File: src/rtl/polynomial_extremum_bisection_core_defines.svh
// assertion macros for the polynomial extremum bisection core
// needs a clock named clk and a synchronous reset named rst in the using module
`ifndef POLYNOMIAL_EXTREMUM_BISECTION_CORE_DEFINES_SVH
`define POLYNOMIAL_EXTREMUM_BISECTION_CORE_DEFINES_SVH

// checked only outside reset
`define PEB_ASSERT(lbl, prop, msg) \
  lbl: assert property (@(posedge clk) disable iff (rst) prop) else $error(msg);

// checked in every cycle, reset included
`define PEB_ASSERT_RST(lbl, prop, msg) \
  lbl: assert property (@(posedge clk) prop) else $error(msg);

`endif

File: src/rtl/peb_pkg.sv
// types and constants shared by the bisection controller and datapath
// no dependencies
`timescale 1ns / 1ps
`default_nettype none

package peb_pkg;

  localparam int NUM_COEFFS  = 7;
  localparam int CIDX_W      = 3;
  localparam int ITER_W      = 7;

  localparam logic [CIDX_W-1:0] REG_TOLERANCE = 3'd7;
  localparam logic [30:0]       TOL_RESET     = 31'd66;
  localparam logic [63:0]       SAT_MAX       = 64'h7FFF_FFFF_FFFF_FFFF;

  typedef enum logic [2:0] {
    S_IDLE,
    S_INIT,
    S_MUL,
    S_COMB,
    S_ADD,
    S_POST,
    S_FINISH
  } state_t;

  typedef enum logic [1:0] {
    K_LO,
    K_HI,
    K_MID
  } kind_t;

  typedef enum logic [1:0] {
    STAT_FOUND     = 2'd0,
    STAT_NO_CHANGE = 2'd1,
    STAT_NOT_CONV  = 2'd2
  } status_t;

  typedef struct packed {
    logic              load;
    logic              init;
    kind_t             kind;
    logic              mul;
    logic              comb;
    logic              add;
    logic [CIDX_W-1:0] cidx;
    logic              save_dlo;
    logic              step;
    logic              out_load;
    logic              out_zero;
  } dp_cmd_t;

  typedef struct packed {
    logic same_sign;
    logic above_tol;
  } dp_stat_t;

endpackage

`default_nettype wire

File: src/rtl/peb_ctrl.sv
// controller: sequences the horner steps, the end checks and the halvings
// depends on peb_pkg and polynomial_extremum_bisection_core_defines.svh
`timescale 1ns / 1ps
`default_nettype none
`include "polynomial_extremum_bisection_core_defines.svh"

module peb_ctrl #(
  parameter int MAX_DEGREE     = 6,
  parameter int MAX_ITERATIONS = 64
) (
  input  wire logic                       clk,
  input  wire logic                       rst,
  input  wire logic                       in_valid,
  output logic                            in_ready,
  output logic                            out_valid,
  input  wire logic                       out_ready,
  output peb_pkg::status_t                out_status,
  output logic [peb_pkg::ITER_W-1:0]      out_iters,
  output peb_pkg::dp_cmd_t                cmd,
  input  wire peb_pkg::dp_stat_t          stat
);
  import peb_pkg::*;

  state_t              state;
  state_t              state_next;
  kind_t               kind;
  kind_t               kind_next;
  logic [CIDX_W-1:0]   cidx;
  logic [CIDX_W-1:0]   cidx_next;
  logic [ITER_W-1:0]   iters;
  logic [ITER_W-1:0]   iters_next;
  status_t             fin_status;
  status_t             fin_status_next;
  logic                out_valid_next;

  assign in_ready = (state == S_IDLE);

  always_ff @(posedge clk) begin
    if (rst) begin
      state      <= S_IDLE;
      kind       <= K_LO;
      cidx       <= '0;
      iters      <= '0;
      fin_status <= STAT_FOUND;
      out_valid  <= 1'b0;
      out_status <= STAT_FOUND;
      out_iters  <= '0;
    end else begin
      state      <= state_next;
      kind       <= kind_next;
      cidx       <= cidx_next;
      iters      <= iters_next;
      fin_status <= fin_status_next;
      out_valid  <= out_valid_next;
      if (cmd.out_load) begin
        out_status <= fin_status;
        out_iters  <= iters;
      end
    end
  end

  always_comb begin
    state_next      = state;
    kind_next       = kind;
    cidx_next       = cidx;
    iters_next      = iters;
    fin_status_next = fin_status;
    out_valid_next  = out_valid && !out_ready;
    cmd             = '0;
    cmd.kind        = kind;
    cmd.cidx        = cidx;
    case (state)
      S_IDLE: begin
        if (in_valid) begin
          cmd.load   = 1'b1;
          kind_next  = K_LO;
          iters_next = '0;
          state_next = S_INIT;
        end
      end
      S_INIT: begin
        cmd.init   = 1'b1;
        cidx_next  = CIDX_W'(MAX_DEGREE - 1);
        state_next = S_MUL;
      end
      S_MUL: begin
        cmd.mul    = 1'b1;
        state_next = S_COMB;
      end
      S_COMB: begin
        cmd.comb   = 1'b1;
        state_next = S_ADD;
      end
      S_ADD: begin
        cmd.add = 1'b1;
        if (cidx == '0) begin
          state_next = S_POST;
        end else begin
          cidx_next  = cidx - 1'b1;
          state_next = S_MUL;
        end
      end
      S_POST: begin
        case (kind)
          K_LO: begin
            cmd.save_dlo = 1'b1;
            kind_next    = K_HI;
            state_next   = S_INIT;
          end
          K_HI: begin
            iters_next = '0;
            if (stat.same_sign) begin
              fin_status_next = STAT_NO_CHANGE;
              state_next      = S_FINISH;
            end else begin
              kind_next  = K_MID;
              state_next = S_INIT;
            end
          end
          default: begin
            if (stat.above_tol && iters != ITER_W'(MAX_ITERATIONS)) begin
              cmd.step   = 1'b1;
              iters_next = iters + 1'b1;
              state_next = S_INIT;
            end else begin
              fin_status_next = stat.above_tol ? STAT_NOT_CONV : STAT_FOUND;
              state_next      = S_FINISH;
            end
          end
        endcase
      end
      S_FINISH: begin
        if (!out_valid || out_ready) begin
          cmd.out_load   = 1'b1;
          cmd.out_zero   = (fin_status == STAT_NO_CHANGE);
          out_valid_next = 1'b1;
          state_next     = S_IDLE;
        end
      end
      default: begin
        state_next = S_IDLE;
      end
    endcase
  end

  `PEB_ASSERT_RST(a_reset_clears, rst |=> (state == S_IDLE && !out_valid), "reset left state")
  `PEB_ASSERT(a_rise_from_finish, $rose(out_valid) |-> $past(state == S_FINISH), "stray result")
  `PEB_ASSERT(a_nochange_no_iters,
              (out_valid && out_status == STAT_NO_CHANGE) |-> (out_iters == '0),
              "no sign change with halvings")
  `PEB_ASSERT(a_notconv_full_iters,
              (out_valid && out_status == STAT_NOT_CONV) |-> (out_iters == ITER_W'(MAX_ITERATIONS)),
              "not converged before iteration limit")

endmodule

`default_nettype wire

File: config.mk
export PLATFORM = sky130hd
export DESIGN_NAME = peb_ctrl
export DESIGN_NICKNAME = d
export VERILOG_FILES = /design/src/rtl/peb_pkg.sv /design/src/rtl/peb_ctrl.sv
export VERILOG_INCLUDE_DIRS = /design/src /design/src/rtl
export SDC_FILE = /design/constraint.sdc
export NUM_CORES = 1
export LEC_CHECK = 0
export BUFFER_PORTS_ARGS = -buffer_cell sky130_fd_sc_hd__buf_2
export CORE_ASPECT_RATIO = 0.75
export CORE_MARGIN = 2
export CORE_UTILIZATION = 48
export DETAILED_ROUTE_END_ITERATION = 10
export HOLD_SLACK_MARGIN = 0.05
export PLACE_DENSITY = 0.75
export RECOVER_POWER = 25
export SYNTH_ARGS = -nofsm -noshare
export SYNTH_HDL_FRONTEND = slang
export SYNTH_SLANG_ARGS = --single-unit
File: constraint.sdc
create_clock -name clk -period 1.46 [get_ports clk]
set_input_delay 0.292 -clock clk [delete_from_list [all_inputs] [get_ports clk]]
set_output_delay 0.292 -clock clk [all_outputs]
set_load 0.005 [all_outputs]
**Yosys cells after proc, flatten, opt, wreduce, memory -nomap -nowiden**

Cells that the tools add are included.

- Multiplexer cells: 35
- Eq/ne operators: 18
- Add/sub/neg operators: 2
- Bitwise logic cells: 1
- Reductions and logical operators: 16

Operator list:

| operator | count |
|---|---|
| 7-bit case mux with 2 select lines | 2 |
| 3-bit case mux with 7 select lines | 1 |
| 3-bit 2-to-1 mux | 6 |
| 2-bit 2-to-1 mux | 8 |
| 7-bit 2-to-1 mux | 2 |
| 2-bit case mux with 2 select lines | 3 |
| 3-bit case mux with 2 select lines | 2 |
| 4-bit AND reduction | 3 |
| 1-bit 2-to-1 mux | 11 |
| 2-bit != test (second input constant) | 5 |
| 3-bit == test (second input constant) | 3 |
| 7-bit by 1-bit adder with 7-bit output (second input constant) | 1 |
| 7-bit != test (second input constant) | 1 |
| 3-bit by 2-bit == test with 1-bit output (second input constant) | 2 |
| 3-bit zero test | 2 |
| 2-bit by 1-bit == test with 1-bit output (second input constant) | 2 |
| 2-bit AND reduction | 2 |
| 2-bit nonzero test | 2 |
| 3-bit by 1-bit == test with 1-bit output (second input constant) | 1 |
| 3-bit by 1-bit != test with 1-bit output (second input constant) | 1 |
| 3-bit by 2-bit != test with 1-bit output (second input constant) | 1 |
| 3-bit != test (second input constant) | 1 |
| 3-bit by 1-bit subtractor with 3-bit output (second input constant) | 1 |
| 1-bit logical AND | 2 |
| other kinds (6) | 7 |

- Bits in registers: 27
- Input port bits: 6

**Depth between registers and ports, before layout**

- Depth in word-level cells: 5
- Gate-level depth with buffers: 7
- Mapped depth without buffers: 6

**Worst setup path before layout**

No wires, ideal clock.

- Path type: register -> register
- Start point: register iters[2]
- End point: register iters[2]
- Slack: -0.118 ns
- Arrival time: 1.446 ns
- Period minus slack after synthesis: 1.578 ns
- Buffers on the path: 0
- Cell stages (with the launch flop): 5
- Library setup time: 0.132 ns
- Cells stage by stage: dfxtp_1 or4_4 o211ai_1 a2bb2oi_1 o21ai_0

- Cells in the longest elaborated chain, start to end: 4

Ends and longest elaborated chain:

| item | line | source |
|---|---|---|
| from (decl) | peb_ctrl.sv:30 | `logic [ITER_W-1:0] iters;` |
| from (signal assigned) | peb_ctrl.sv:52 | `iters <= iters_next;` |
| 7-bit by 1-bit adder with 7-bit output or 7-bit != test (tied branches) | peb_ctrl.sv:123, peb_ctrl.sv:121 |  |
| 7-bit 2-to-1 mux or 1-bit logical AND (tied branches) | peb_ctrl.sv:121 | `if (stat.above_tol && iters != ITER_W'(MAX_ITERATIONS)) begin` |
| 7-bit case mux with 2 select lines or 3-bit by 2-bit != test with 1-bit output (tied branches) | n/a |  |
| 7-bit case mux with 2 select lines or 4-bit AND reduction (tied branches) | n/a |  |

Several ways; a longest one is shown, not always the timed one. The select of a mux whose other input is x is not followed.
A chain may end at the register's enable or synchronous reset.

**Final worst setup path**

- Start point: register iters[4]
- End point: register iters[4]

The elaborated chain is that of the path after synthesis.

==> results.md <==
- The slew at the pin with the worst max-slew slack is approximately 460 ps.
- In this run the cell area of the synthesized design comes to between 1000 and 1500 um^2.
- The share of the clock period used by the worst path is 119.8%.
- Compared with the post-synthesis result, the final layout area differs by 54.66%.
- The total length of routed wires is 5086 um.
- The startpoint of the lowest-slack hold path is out_ready.
- The run finished, with violations left.
- The core area is 2893 um^2.
- Subtracting the final worst setup slack from the clock period gives 1749 ps.
- The worst hold path terminates at out_valid.
- The setup check on the worst reg-to-reg path leaves a slack of -290 ps.
- For the final routed database, the setup TNS stands at -3551 ps.
- The die span in y is 51.36 um.
- Across the VDD grid, the largest voltage drop is approximately 0.63 mV.
- The cell count after synthesis is between 150 and 200.
- The count of input and output buffers is 30.
- In this run, the number of DRC markers left after iteration 0 of detailed routing was 117.
- The analysis attributes to cell leakage a power of around 0.91 nW.
- For this run, design rule violations remaining after detail routing come to 0.
- In this run the clock root is driven by a clkbuf_8.
- The checks that failed: negative setup slack.
- The leading register cell type out of synthesis is dfxtp_1.
- On the final layout, the worst clock skew is 1.723 ps.
- The instance count after placement with tap cells included is 250.
- The detail-routed net length per standard cell is 18.70 um.
- The average instance area after synthesis is ~8.7 um^2.
- The clock slew seen by the registers of the worst setup and hold paths is 100 ps.
- The tool flagged a number of max-cap violations equal to 0.
- Along the worst hold path, the cell count comes to 3.
- The number of H-tree levels is 1.
- The initial core utilization is 49.61%.
- Setup violations remaining at the end of the flow were counted as 21.
- The global route total overflow is 0.
- The number of hold-slack violations in the final timing report is 0.
- The via count of the first global-routing pass is ~1500.
- Yosys printed 0 warnings.
- The quantity of hold-fixing buffers added after cts is 0.
- After detailed placement, the total cell area comes to 1803 um^2.
- The power density normalized to cell area is between 800 and 900 nW/um^2.
- Detailed placement finished with a half-perimeter wire length of 2714 um.
- The antenna diode count is 0.
- The number of library cell types mapped by synthesis is 44.
- The floorplan row count is 17.
- The die covers ~3400 um^2.
- The number of antenna violations at the first check in global routing is 0.
- The share of the yosys chip area belonging to registers is 37.66%.
- Setup repair after global routing could not meet its margin everywhere.
- The routed via count divided by cell count is 5.824.
- The worst setup path is launched from a flop.
- The synthesized net count is 175.
- Yosys mapped a number of flops with a built-in enable equal to 0.
- The category of the worst setup path capture point is a flop.
- At the end of routability-driven placement, the weighted congestion stood at 0.8764.
- After routing the design area is 2220 um^2.
- The largest driver fanout on the critical path is 6.
- The number of slew-limit violations in the final report is 0.
- The first global-routing pass estimated 7086 um of wire.
- At the worst endpoint, the required time is 1620 ps.
- At the placement stage, the worst setup path has a slack of -159.5 ps.
- The pre-antenna-repair detailed-routing pass consisted of 4 iterations.
- Overall power consumption after layout is estimated at ~1.8 mW.
- The final-layout fill cell count is 193.
- The startpoint identified for the worst register-to-register timing path is iters[4].
- The headroom to the max-slew limit is 69.32%.
- After the last flow step, the layout net total stands at approximately 250.
- The endpoint identified for the worst register-to-register timing path is iters[4].
- The clock sink count is 27.
- After the flow finishes, the layout carries non-filler instances totaling 272.
- In this run the horizontal extent of the chip is around 67 um.
- Across every metal layer, demand over resource in global routing totals 27.48%.
- The worst register-to-register path has a depth of 6.
- At the worst endpoint, the arrival time is 1910 ps.
- The worst hold-check path type is primary input to flop.
- The routed layout has 1584 vias.
- The ratio of cells with drive above 1 in the final layout is 51.28%.
- The top-level port count is 31.
- The top achievable clock speed is 571.6 MHz.
- The clock latency at the later pin of the worst-skew pair is 280 ps.
- By startpoint and endpoint, the worst setup path is classified as flop to flop.
- The CTS buffer count is 3.
- The share of async-settable or async-resettable flops after synthesis is 0%.
- The TritonCTS clock tree is done.
- In this run the remaining antenna-violating nets after routing total 0.
- The pin count of the biggest net entering global routing is 29.
- The buffer depth of the longest clock path is 2.
- After synthesis the netlist holds a flip-flop and latch count of 27.
- The worst setup margin is -289.4 ps.
==> Yosys cell counts, drive strengths merged, types with 2 or more instances <==
master	n	area [um^2]
a2111oi	2	17.52
a211oi	2	15.01
a21o	2	15.01
a21oi	6	30.03
a2bb2oi	2	17.52
a31oi	2	12.51
and3	2	12.51
buf	3	13.76
clkbuf	6	22.52
dfxtp	27	540.5
ha	4	50.05
inv	10	37.54
mux2i	10	100.1
nand2	4	15.01
nand2b	8	57.55
nand3	8	40.04
nand3b	5	37.54
nor2	21	81.33
nor2b	4	25.02
nor3	5	25.02
o21ai	4	20.02
o22ai	2	18.77
o311ai	4	42.55
or3	7	43.79
==> layout make-up <==
class | instances | area [um^2] | share of cell area [%]
sequential | 27 | 560.5 | 25.25
tap | 38 | 47.55 | 2.142
clock buffer | 3 | 41.29 | 1.860
clock inverter | 1 | 5.005 | 0.2255
multi-input combinational | 119 | 999.7 | 45.04
inverter | 10 | 40.04 | 1.804
timing repair buffer | 74 | 525.5 | 23.68
==> per-layer routing <==
layer | vias up | GRT usage (%) | routed length [um] | part of all wire, %
met5 | - | 0 | 0 | 0
met4 | 0 | 8.503 | 133 | 2.6
met3 | 16 | 6.828 | 355 | 7.0
met2 | 83 | 45.21 | 2461 | 48
met1 | 753 | 35.34 | 2136 | 42
li1 | 732 | - | - | -
==> worst max-delay path, cell delays in order (launching register included) <==
cell,delay (ps)
dfxtp_2,340
or4_4,560
buf_4,170
o211ai_1,160
buf_4,170
or3_1,130
o311ai_2,100
==> how the worst max path moves through the flow <==
stage / startpoint / to / slack (ps) / depth (start not counted)
after floorplan: iters[5] / iters[4] / -70 / 4
after global routing: iters[4] / iters[4] / -340 / 6
after CTS: iters[4] / cmd[2] / -260 / 4
after global placement: iters[5] / iters[2] / -70 / 5
after detailed placement: iters[5] / iters[5] / -160 / 4
final: iters[4] / iters[4] / -290 / 6
==> what timing repair did <==
action,4_1_cts,5_1_grt
pin swaps,6,9
setup buffers,12,6
setup endpoints to repair,23,26
resized for setup,32,33
gates cloned,0,0
==> kinds of logic (layout without fill, tap and decap cells) <==
group | Yosys count | in the layout | share of synthesized area [%]
buf+inv | 19 | 88 | 5.144
flops | 27 | 27 | 37.66
simple gates | 73 | 73 | 28.68
fa+ha+maj | 4 | 4 | 3.487
mux | 11 | 11 | 7.760
compound gates | 31 | 31 | 17.26
==> state kept, by name (all words and copies together), names as in the netlist <==
register / cells
iters: 7
out_iters: 7
cidx: 3
state: 3
fin_status: 2
kind: 2
out_status: 2
out_valid: 1
==> per-stage QoR <==
| stage | utilization [%] | hold WS [ps] |
|---|---|---|
| floorplan | - | 439.7 |
| CTS | 70.63 | 304.2 |
| detailed placement | 62.33 | 481.9 |
| global route | 76.73 | 354.2 |
| finish | 76.73 | 325.5 |
| global placement | 62.33 | 471.5 |
==> placed cells by master, fill, tap and decap left out, drive strengths merged <==
cell / Yosys / layout
ha: 4 / 4
nand3: 8 / 8
and3b: 1 / 1
dfxtp: 27 / 27
nor4: 1 / 1
o21ai: 4 / 4
nand4: 1 / 1
nand2b: 8 / 8
nand3b: 5 / 5
or3b: 1 / 1
or3: 7 / 7
a311oi: 1 / 1
nand2: 4 / 4
nor2: 21 / 21
inv: 10 / 10
mux2: 1 / 1
buf: 3 / 70
or2b: 1 / 1
and4b: 1 / 1
a221oi: 1 / 1
nor3b: 1 / 1
a21oi: 6 / 6
mux2i: 10 / 10
or4: 1 / 1
nor2b: 4 / 4
and2b: 1 / 1
o211ai: 1 / 1
a2bb2oi: 2 / 2
a211oi: 2 / 2
a21o: 2 / 2
a31oi: 2 / 2
o22ai: 2 / 2
a2111oi: 2 / 2
nor3: 5 / 5
clkbuf: 6 / 7
clkinv: 0 / 1
o311ai: 4 / 4
o21a: 1 / 1
and3: 2 / 2
o221a: 1 / 1
==> power breakdown <==
part	total, mW	internal [mW]	switching, mW
clock network	0.441	0.192	0.249
logic	0.576	0.299	0.277
registers	0.793	0.760	0.0323
(Power assumes the default switching activity.)
